==> src/rtl/core/cdc_pkg.sv <==
package cdc_pkg;

  // Compact word layout
  localparam int unsigned CompactW = 32;
  localparam int unsigned ExpW     = 8;
  localparam int unsigned MantW    = 23;
  localparam int unsigned NormMantW = 24;

  // Wide value layout
  localparam int unsigned WordW    = 64;
  localparam int unsigned ValueW   = 256;
  localparam int unsigned NumBytes = ValueW / 8;
  localparam int unsigned SizeW    = $clog2(NumBytes + 1);
  localparam int unsigned PosW     = $clog2(NumBytes);

  // Largest exponent plus significant mantissa bytes that still fits
  localparam logic [ExpW:0] ExpLimit = (ExpW + 1)'(NumBytes + 3);
  localparam logic [ExpW-1:0] ExpBias = ExpW'(3);

  // Item kinds
  typedef enum logic {
    KIND_DECODE = 1'b0,
    KIND_ENCODE = 1'b1
  } kind_e;

  // Stage 1 -> stage 2 payload
  typedef struct packed {
    logic [ValueW-1:0] value;
    logic              ovf;
  } dec_t;

  // Stage 2 -> stage 3 payload
  typedef struct packed {
    logic [ValueW-1:0] value;
    logic              ovf;
    logic [SizeW-1:0]  size;
  } scan_t;

  // Stage 3 result payload
  typedef struct packed {
    logic [ValueW-1:0]   value;
    logic                ovf;
    logic [CompactW-1:0] normal;
  } res_t;

  // Input item payload
  typedef struct packed {
    logic                kind;
    logic [CompactW-1:0] compact_word;
    logic [ValueW-1:0]   big;
  } item_t;

endpackage

==> src/rtl/core/cdc_if.sv <==
interface cdc_in_if;
  logic                               valid;
  logic                               ready;
  logic                               kind;
  logic [cdc_pkg::CompactW-1:0]       compact_word;
  logic [cdc_pkg::WordW-1:0]          big_word_0;
  logic [cdc_pkg::WordW-1:0]          big_word_1;
  logic [cdc_pkg::WordW-1:0]          big_word_2;
  logic [cdc_pkg::WordW-1:0]          big_word_3;

  modport source (output valid, kind, compact_word, big_word_0, big_word_1,
                  big_word_2, big_word_3, input ready);
  modport sink   (input valid, kind, compact_word, big_word_0, big_word_1,
                  big_word_2, big_word_3, output ready);
endinterface

interface cdc_out_if;
  logic                               valid;
  logic                               ready;
  logic [cdc_pkg::WordW-1:0]          value_word_0;
  logic [cdc_pkg::WordW-1:0]          value_word_1;
  logic [cdc_pkg::WordW-1:0]          value_word_2;
  logic [cdc_pkg::WordW-1:0]          value_word_3;
  logic                               overflow_flag;
  logic [cdc_pkg::CompactW-1:0]       normal_word;

  modport source (output valid, value_word_0, value_word_1, value_word_2,
                  value_word_3, overflow_flag, normal_word, input ready);
  modport sink   (input valid, value_word_0, value_word_1, value_word_2,
                  value_word_3, overflow_flag, normal_word, output ready);
endinterface

==> src/rtl/core/cdc_decode.sv <==
module cdc_decode (
  input  logic           clk_i,
  input  logic           rst_ni,
  input  logic           valid_i,
  output logic           ready_o,
  input  cdc_pkg::item_t data_i,
  output logic           valid_o,
  input  logic           ready_i,
  output cdc_pkg::dec_t  data_o
);

  logic                        valid_q, valid_d;
  cdc_pkg::dec_t               data_q, data_d;
  logic [cdc_pkg::ExpW-1:0]    expo;
  logic                        sgn;
  logic [cdc_pkg::MantW-1:0]   mant;
  logic [1:0]                  sig;
  logic                        ovf;
  logic [cdc_pkg::ExpW-1:0]    lshift;
  logic [1:0]                  rbytes;
  logic [cdc_pkg::ValueW-1:0]  mant_ext;

  // Split the compact word
  assign expo = data_i.compact_word[cdc_pkg::CompactW-1 -: cdc_pkg::ExpW];
  assign sgn  = data_i.compact_word[cdc_pkg::MantW];
  assign mant = data_i.compact_word[cdc_pkg::MantW-1:0];
  assign mant_ext = {{(cdc_pkg::ValueW - cdc_pkg::MantW){1'b0}}, mant};

  // Count significant mantissa bytes
  always_comb begin
    priority if (mant > 23'h00ffff) begin
      sig = 2'd3;
    end else if (mant > 23'h0000ff) begin
      sig = 2'd2;
    end else if (mant != '0) begin
      sig = 2'd1;
    end else begin
      sig = 2'd0;
    end
  end

  // Flag mantissas pushed past the top byte
  assign ovf = !sgn && (mant != '0) &&
               (({1'b0, expo} + {{(cdc_pkg::ExpW - 1){1'b0}}, sig}) > cdc_pkg::ExpLimit);

  assign lshift = expo - cdc_pkg::ExpBias;
  assign rbytes = 2'd3 - expo[1:0];

  // Expand or pass through the value
  always_comb begin
    data_d.ovf = 1'b0;
    if (data_i.kind == cdc_pkg::KIND_ENCODE) begin
      data_d.value = data_i.big;
    end else if (sgn || ovf) begin
      data_d.value = '0;
      data_d.ovf   = ovf;
    end else if (expo <= cdc_pkg::ExpBias) begin
      data_d.value = mant_ext >> {rbytes, 3'b000};
    end else begin
      data_d.value = mant_ext << {lshift[cdc_pkg::PosW-1:0], 3'b000};
    end
  end

  // Advance when empty or when downstream takes the held transaction
  assign ready_o = !valid_q || ready_i;
  assign valid_d = ready_o ? valid_i : valid_q;

  always_ff @(posedge clk_i or negedge rst_ni) begin
    if (!rst_ni) begin
      valid_q <= 1'b0;
    end else begin
      valid_q <= valid_d;
    end
  end

  always_ff @(posedge clk_i) begin
    if (ready_o && valid_i) begin
      data_q <= data_d;
    end
  end

  assign valid_o = valid_q;
  assign data_o  = data_q;

endmodule

==> src/rtl/core/cdc_scan.sv <==
module cdc_scan (
  input  logic           clk_i,
  input  logic           rst_ni,
  input  logic           valid_i,
  output logic           ready_o,
  input  cdc_pkg::dec_t  data_i,
  output logic           valid_o,
  input  logic           ready_i,
  output cdc_pkg::scan_t data_o
);

  logic                          valid_q, valid_d;
  cdc_pkg::scan_t                data_q, data_d;
  logic [cdc_pkg::NumBytes-1:0]  nz;
  logic [cdc_pkg::SizeW-1:0]     size;

  // Mark nonzero bytes
  always_comb begin
    for (int i = 0; i < cdc_pkg::NumBytes; i++) begin
      nz[i] = data_i.value[i*8 +: 8] != 8'h00;
    end
  end

  // Find the highest nonzero byte
  always_comb begin
    size = '0;
    for (int i = 0; i < cdc_pkg::NumBytes; i++) begin
      if (nz[i]) begin
        size = cdc_pkg::SizeW'(i + 1);
      end
    end
  end

  assign data_d.value = data_i.value;
  assign data_d.ovf   = data_i.ovf;
  assign data_d.size  = size;

  // Advance when empty or when downstream takes the held transaction
  assign ready_o = !valid_q || ready_i;
  assign valid_d = ready_o ? valid_i : valid_q;

  always_ff @(posedge clk_i or negedge rst_ni) begin
    if (!rst_ni) begin
      valid_q <= 1'b0;
    end else begin
      valid_q <= valid_d;
    end
  end

  always_ff @(posedge clk_i) begin
    if (ready_o && valid_i) begin
      data_q <= data_d;
    end
  end

  assign valid_o = valid_q;
  assign data_o  = data_q;

endmodule

==> src/rtl/core/cdc_norm.sv <==
module cdc_norm (
  input  logic           clk_i,
  input  logic           rst_ni,
  input  logic           valid_i,
  output logic           ready_o,
  input  cdc_pkg::scan_t data_i,
  output logic           valid_o,
  input  logic           ready_i,
  output cdc_pkg::res_t  data_o
);

  logic                              valid_q, valid_d;
  cdc_pkg::res_t                     data_q, data_d;
  logic [cdc_pkg::ValueW+15:0]       ext;
  logic [cdc_pkg::ValueW+15:0]       shifted;
  logic [cdc_pkg::SizeW-1:0]         size_m1;
  logic [cdc_pkg::NormMantW-1:0]     win;
  logic [cdc_pkg::NormMantW-1:0]     mant;
  logic [cdc_pkg::ExpW-1:0]          expo;

  // Pull the three top significant bytes, zero below byte zero
  assign ext     = {data_i.value, 16'h0000};
  assign size_m1 = data_i.size - cdc_pkg::SizeW'(1);
  assign shifted = ext >> {size_m1[cdc_pkg::PosW-1:0], 3'b000};
  assign win     = (data_i.size == '0) ? '0 : shifted[cdc_pkg::NormMantW-1:0];

  // Bump the exponent when the top mantissa bit would read as sign
  always_comb begin
    expo = {{(cdc_pkg::ExpW - cdc_pkg::SizeW){1'b0}}, data_i.size};
    mant = win;
    if (win[cdc_pkg::MantW]) begin
      expo = expo + cdc_pkg::ExpW'(1);
      mant = win >> 8;
    end
  end

  assign data_d.value  = data_i.value;
  assign data_d.ovf    = data_i.ovf;
  assign data_d.normal = {expo, mant};

  // Hold the result until the sink takes it
  assign ready_o = !valid_q || ready_i;
  assign valid_d = ready_o ? valid_i : valid_q;

  always_ff @(posedge clk_i or negedge rst_ni) begin
    if (!rst_ni) begin
      valid_q <= 1'b0;
    end else begin
      valid_q <= valid_d;
    end
  end

  always_ff @(posedge clk_i) begin
    if (ready_o && valid_i) begin
      data_q <= data_d;
    end
  end

  assign valid_o = valid_q;
  assign data_o  = data_q;

endmodule

==> src/rtl/core/compact_target_codec.sv <==
// Channel | Dir | Payload
// in_i    | in  | kind, compact_word, big_word_0..3
// out_o   | out | value_word_0..3, overflow_flag, normal_word
//
// Three register stages: decode/shift, highest-byte scan, normalize.
// One transaction per cycle while out_o is not stalled; an accepted transaction passes through
// the decode, scan and normalize registers in that order. rst_ni clears the stage valid bits
// only; payload registers are not reset. A stall at out_o holds each full stage in place; empty stages keep filling.
module compact_target_codec (
  input  logic         clk_i,
  input  logic         rst_ni,
  cdc_in_if.sink       in_i,
  cdc_out_if.source    out_o
);

  cdc_pkg::item_t item;
  cdc_pkg::dec_t  dec;
  cdc_pkg::scan_t scan;
  cdc_pkg::res_t  res;
  logic           dec_valid, dec_ready;
  logic           scan_valid, scan_ready;

  // Gather the input transaction
  assign item.kind         = in_i.kind;
  assign item.compact_word = in_i.compact_word;
  assign item.big          = {in_i.big_word_3, in_i.big_word_2,
                              in_i.big_word_1, in_i.big_word_0};

  cdc_decode u_decode (
    .clk_i   (clk_i),
    .rst_ni  (rst_ni),
    .valid_i (in_i.valid),
    .ready_o (in_i.ready),
    .data_i  (item),
    .valid_o (dec_valid),
    .ready_i (dec_ready),
    .data_o  (dec)
  );

  cdc_scan u_scan (
    .clk_i   (clk_i),
    .rst_ni  (rst_ni),
    .valid_i (dec_valid),
    .ready_o (dec_ready),
    .data_i  (dec),
    .valid_o (scan_valid),
    .ready_i (scan_ready),
    .data_o  (scan)
  );

  cdc_norm u_norm (
    .clk_i   (clk_i),
    .rst_ni  (rst_ni),
    .valid_i (scan_valid),
    .ready_o (scan_ready),
    .data_i  (scan),
    .valid_o (out_o.valid),
    .ready_i (out_o.ready),
    .data_o  (res)
  );

  // Drive the result transaction
  assign out_o.value_word_0  = res.value[0*cdc_pkg::WordW +: cdc_pkg::WordW];
  assign out_o.value_word_1  = res.value[1*cdc_pkg::WordW +: cdc_pkg::WordW];
  assign out_o.value_word_2  = res.value[2*cdc_pkg::WordW +: cdc_pkg::WordW];
  assign out_o.value_word_3  = res.value[3*cdc_pkg::WordW +: cdc_pkg::WordW];
  assign out_o.overflow_flag = res.ovf;
  assign out_o.normal_word   = res.normal;

endmodule

==> src/flat_wrapper.sv <==
// flat-port wrapper written by rule: the top's interface ports become plain ports
module compact_target_codec_flat 
  (clk_i, rst_ni, in_i_valid, in_i_kind, in_i_compact_word, in_i_big_word_0, in_i_big_word_1, in_i_big_word_2, in_i_big_word_3, in_i_ready, out_o_valid, out_o_value_word_0, out_o_value_word_1, out_o_value_word_2, out_o_value_word_3, out_o_overflow_flag, out_o_normal_word, out_o_ready);
  cdc_in_if in_i_i ();
  cdc_out_if out_o_i ();
  input  logic clk_i;
  input  logic rst_ni;
  input wire logic [$bits(in_i_i.valid)-1:0] in_i_valid;
  input wire logic [$bits(in_i_i.kind)-1:0] in_i_kind;
  input wire logic [$bits(in_i_i.compact_word)-1:0] in_i_compact_word;
  input wire logic [$bits(in_i_i.big_word_0)-1:0] in_i_big_word_0;
  input wire logic [$bits(in_i_i.big_word_1)-1:0] in_i_big_word_1;
  input wire logic [$bits(in_i_i.big_word_2)-1:0] in_i_big_word_2;
  input wire logic [$bits(in_i_i.big_word_3)-1:0] in_i_big_word_3;
  output wire logic [$bits(in_i_i.ready)-1:0] in_i_ready;
  output wire logic [$bits(out_o_i.valid)-1:0] out_o_valid;
  output wire logic [$bits(out_o_i.value_word_0)-1:0] out_o_value_word_0;
  output wire logic [$bits(out_o_i.value_word_1)-1:0] out_o_value_word_1;
  output wire logic [$bits(out_o_i.value_word_2)-1:0] out_o_value_word_2;
  output wire logic [$bits(out_o_i.value_word_3)-1:0] out_o_value_word_3;
  output wire logic [$bits(out_o_i.overflow_flag)-1:0] out_o_overflow_flag;
  output wire logic [$bits(out_o_i.normal_word)-1:0] out_o_normal_word;
  input wire logic [$bits(out_o_i.ready)-1:0] out_o_ready;
  assign in_i_i.valid = in_i_valid;
  assign in_i_i.kind = in_i_kind;
  assign in_i_i.compact_word = in_i_compact_word;
  assign in_i_i.big_word_0 = in_i_big_word_0;
  assign in_i_i.big_word_1 = in_i_big_word_1;
  assign in_i_i.big_word_2 = in_i_big_word_2;
  assign in_i_i.big_word_3 = in_i_big_word_3;
  assign in_i_ready = in_i_i.ready;
  assign out_o_valid = out_o_i.valid;
  assign out_o_value_word_0 = out_o_i.value_word_0;
  assign out_o_value_word_1 = out_o_i.value_word_1;
  assign out_o_value_word_2 = out_o_i.value_word_2;
  assign out_o_value_word_3 = out_o_i.value_word_3;
  assign out_o_overflow_flag = out_o_i.overflow_flag;
  assign out_o_normal_word = out_o_i.normal_word;
  assign out_o_i.ready = out_o_ready;
  compact_target_codec u_core (.clk_i(clk_i), .rst_ni(rst_ni), .in_i(in_i_i), .out_o(out_o_i));
endmodule
==> config.mk <==
export PLATFORM = sky130hd
export DESIGN_NAME = compact_target_codec_flat
export DESIGN_NICKNAME = d
export VERILOG_FILES = /design/src/rtl/core/cdc_pkg.sv /design/src/rtl/core/cdc_if.sv /design/src/rtl/core/cdc_decode.sv /design/src/rtl/core/cdc_scan.sv /design/src/rtl/core/cdc_norm.sv /design/src/rtl/core/compact_target_codec.sv /design/src/flat_wrapper.sv
export SDC_FILE = /design/constraint.sdc
export NUM_CORES = 1
export LEC_CHECK = 0
export ABC_AREA = 0
export ABC_CLOCK_PERIOD_IN_PS = 7400
export BUFFER_PORTS_ARGS = -buffer_cell sky130_fd_sc_hd__buf_2
export CAP_MARGIN = 30
export CORE_MARGIN = 2
export CORE_UTILIZATION = 30
export DETAILED_ROUTE_END_ITERATION = 8
export PLACE_DENSITY = 0.46
export SLEW_MARGIN = 25
export SYNTH_ARGS = -nofsm -noshare
export SYNTH_HDL_FRONTEND = slang
export SYNTH_SLANG_ARGS = --single-unit
==> constraint.sdc <==
create_clock -name clk_i -period 7.4 [get_ports clk_i]
set_input_delay 1.48 -clock clk_i [delete_from_list [all_inputs] [get_ports clk_i]]
set_output_delay 1.48 -clock clk_i [all_outputs]
set_load 0.03 [all_outputs]
==> reports/summary.txt <==
Comb power frac = 0.177
area delta synth->final = 22.08%
chip height = 353.1 um
die area = 124700 um2
Post-synth EDFFs = 807
critical path, cell by cell = buf_2, nor4_1, nand2_1, o21ai_0, ha_1, inv_1, fa_1, or3_1, mux2i_1, a21oi_1, o22ai_4, nand2_2, or2_1, o21ai_0
hold_buf cts = 0
global route total overflow = 0
Slew Limit Fails = 0
Non-Filler Instances = 4830
Vias/cell = 5.575
sw power = 4146 uW
Avg Synthesized Cell Area = 14.25 um2
Worst Path Required = 7890 ps
Routed wire per std cell = 35.48 um
RSZ-0062 raised after global routing = false
Filler cells = 11908
multi-input logic area = 11460 um2
Pwr per Cell Area = 302.1 nW/um2
maxcap violations = 0
minimum clock period = 4983 ps
Initial DRC Count = 3671
initial antenna violation count = 20
synth warn = 0
via count = 26925
Seq cells post-synth = 810
first-pass GRT wire length = 226.5 mm
sequential power share = 0.458
Final Hold Vio Count = 0
top-level I/O count = 584
outcome = complete, no violations
clk sink count = 810
# DRC = 0
Final TNS setup = 0 ps
Finish-stage setup viols = 0
Mapped Area = 36560 um2
PortBufs = 581
Pint = 9337 uW
largest net degree at the start of global routing = 149
root buffer cell = clkbuf_16
startpoint types = primary input
layout cells sized above 1 = 0.3135
Die X = 353.1 um
Leak = 0.01615 uW
maximum vdd drop = 0.1784 mV
Hold Path Class = register to register
Critical Path AT = 5480 ps
CTS Buffer Depth = 3
ys flop type = edfxtp_1
clk_lat worst skew = 700 ps
Row Count = 128
total CTS buffers = 94
depth of the CTS H-tree = 3
GPL Wtd Cong = 0.9682
Total GRT Usage = 0.2676
TritonRoute pass-1 iters = 5
postcts setup bufs = 0
post-synth cell types = 75
Seq/Total Area, Yosys = 0.6649
Post-synth ARST share = 0.003704
routed wire length = 171.4 mm
Critical Path Fanout Max = 20
CTS tree = built
slowest stage delay, CP = 630 ps
commonest non-fill, non-tap cell in the layout = edfxtp_1
Mapped Cells = 2566
switch share = 0.3075
clock-pin slew on the worst setup and hold paths = 60 ps
placed cell count = 4653
# nets final = 3426
slowest CP cell = or2_1
Max transition margin = 0.2920
Worst Max-Slew Pin Slew = 1062 ps
clock skew = 35.89 ps
critical path class = primary input to register
fmax = 0.2007 GHz
CP Capture Type = register
# resized after CTS = 0
Seq. cell area = 24310 um2
most frequent cells in the layout = edfxtp_1 (807), buf_2 (580), nand2_1 (428), o21ai_0 (228), mux4_2 (142)
Antenna Nets Post-Route = 0
worst reg2reg setup slack = 2560 ps
clock power share = 0.364
Initial Util = 0.3012
detailed placement HPWL = 133.8 mm
core region area = 121400 um2
most frequent CP cell = o21ai_0
vias in the first global route = 26168
Final Cycle Share = 0.6733
==> worst max-delay path: cells and delay by family <==
family / cells / cell delay [ps]
buffers and inverters: 2 / 240
multiplexers: 1 / 140
AND/OR/NAND/NOR: 5 / 1880
adder cells (fa/ha/maj): 2 / 620
AO/OA/AOI/OAI: 4 / 1100
==> cells in the mapped netlist (7+ instances only) <==
| cell | instances | area [um2] |
|---|---|---|
| edfxtp_1 | 807 | 24230 |
| nand2_1 | 428 | 1607 |
| o21ai_0 | 228 | 1141 |
| mux4_2 | 142 | 3198 |
| mux2i_1 | 107 | 1071 |
| clkbuf_1 | 106 | 397.9 |
| nor2_1 | 79 | 296.5 |
| nor4_1 | 60 | 375.4 |
| nand3_1 | 58 | 290.3 |
| a21oi_1 | 56 | 280.3 |
| buf_2 | 44 | 220.2 |
| a22oi_1 | 32 | 240.2 |
| nor2b_1 | 23 | 143.9 |
| mux2_2 | 20 | 225.2 |
| nand2b_1 | 20 | 125.1 |
| or4_1 | 18 | 135.1 |
| buf_1 | 17 | 63.81 |
| inv_1 | 17 | 63.81 |
| o31ai_1 | 15 | 112.6 |
| o41ai_1 | 15 | 131.4 |
| a22o_1 | 14 | 122.6 |
| nor3_1 | 14 | 70.07 |
| a31oi_1 | 13 | 81.33 |
| a32oi_1 | 13 | 113.9 |
| a21o_1 | 12 | 90.09 |
| buf_4 | 12 | 90.09 |
| o211ai_1 | 12 | 90.09 |
| and2_1 | 10 | 62.56 |
| o21ai_2 | 10 | 87.58 |
| a211oi_1 | 9 | 67.56 |
| o21ai_1 | 9 | 45.04 |
| a21boi_0 | 8 | 60.06 |
| a221oi_1 | 8 | 70.07 |
| o21a_1 | 8 | 60.06 |
| o311ai_0 | 8 | 70.07 |
| o221ai_1 | 7 | 61.31 |
| o22ai_1 | 7 | 43.79 |
| or2_2 | 7 | 43.79 |
==> stage by stage <==
step                power [uW]  setup slack, ps  area, um2  hold WS (ps)  utilization
floorplan                 7443             1847      36570         400.3            -
global placement          8636             1856      41290         411.3       0.3401
detailed placement        8644             1817      41350         413.0       0.3406
CTS                      13530             2471      44570         418.9       0.3671
global route             13860             2180      44620         433.4       0.3675
finish                   13480             2417      44630         420.9       0.3677
==> state kept, by name (all words and copies together), names as in the netlist <==
register,cells
u_core.u_decode.data_o,257
u_core.u_decode.valid_o,1
u_core.u_norm.data_o,287
u_core.u_norm.valid_o,1
u_core.u_scan.data_o,263
u_core.u_scan.valid_o,1
==> cells by family after synthesis <==
family	share of synthesized area
other	0.0001026
xor gates and xnor gates	0.002635
DFF	0.6649
buffers and inverters	0.02467
adders and majority gates	0.002601
muxes	0.1229
and+or+nand+nor	0.09271
AOI/OAI and AO/OA	0.08946
==> power by group through the flow <==
| stage | Sequential [uW] | Clock [uW] | Combinational, uW |
|---|---|---|---|
| after floorplan | 6310 | 0 | 1130 |
| after global placement | 6260 | 0 | 2370 |
| after detailed placement | 6260 | 0 | 2380 |
| after CTS | 6170 | 4970 | 2390 |
| after global routing | 6190 | 5150 | 2510 |
| final | 6180 | 4910 | 2390 |
==> routing by layer <==
| metal | vias up | track usage | wire length (um) |
|---|---|---|---|
| met5 | - | 0 | 12 |
| met4 | 2 | 0.09166 | 6525 |
| met3 | 244 | 0.04315 | 13920 |
| met2 | 1568 | 0.4317 | 80580 |
| met1 | 13953 | 0.3667 | 70320 |
| li1 | 11158 | - | - |
==> cell type report <==
| class | instances | share of cell area |
|---|---|---|
| sequential | 810 | 0.5446 |
| multi-input combinational | 1552 | 0.2568 |
| timing repair buffer | 648 | 0.07880 |
| clock buffer | 114 | 0.05486 |
| tap | 1625 | 0.04556 |
| clock inverter | 55 | 0.01727 |
| inverter | 20 | 0.001682 |
| antenna | 6 | 0.0003364 |
==> path summary, 6_finish.rpt <==
path,from,to,cells past startpoint
worst min register to register,u_core.u_decode.data_o[155]$_DFFE_PP_,u_core.u_scan.data_o[161]$_DFFE_PP_,0
worst max-delay path,in_i_compact_word[12],u_core.u_decode.data_o[149]$_DFFE_PP_,14
worst max register to register,u_core.u_scan.data_o[0]$_SDFFCE_PP0P_,u_core.u_norm.data_o[10]$_DFFE_PP_,10
max in group asynchronous,rst_ni,u_core.u_scan.valid_o$_DFFE_PN0P_,1
worst min-delay path,u_core.u_decode.data_o[155]$_DFFE_PP_,u_core.u_scan.data_o[161]$_DFFE_PP_,0
min in group asynchronous,rst_ni,u_core.u_decode.valid_o$_DFFE_PN0N_,1
Power figures use the tool's default switching activity.
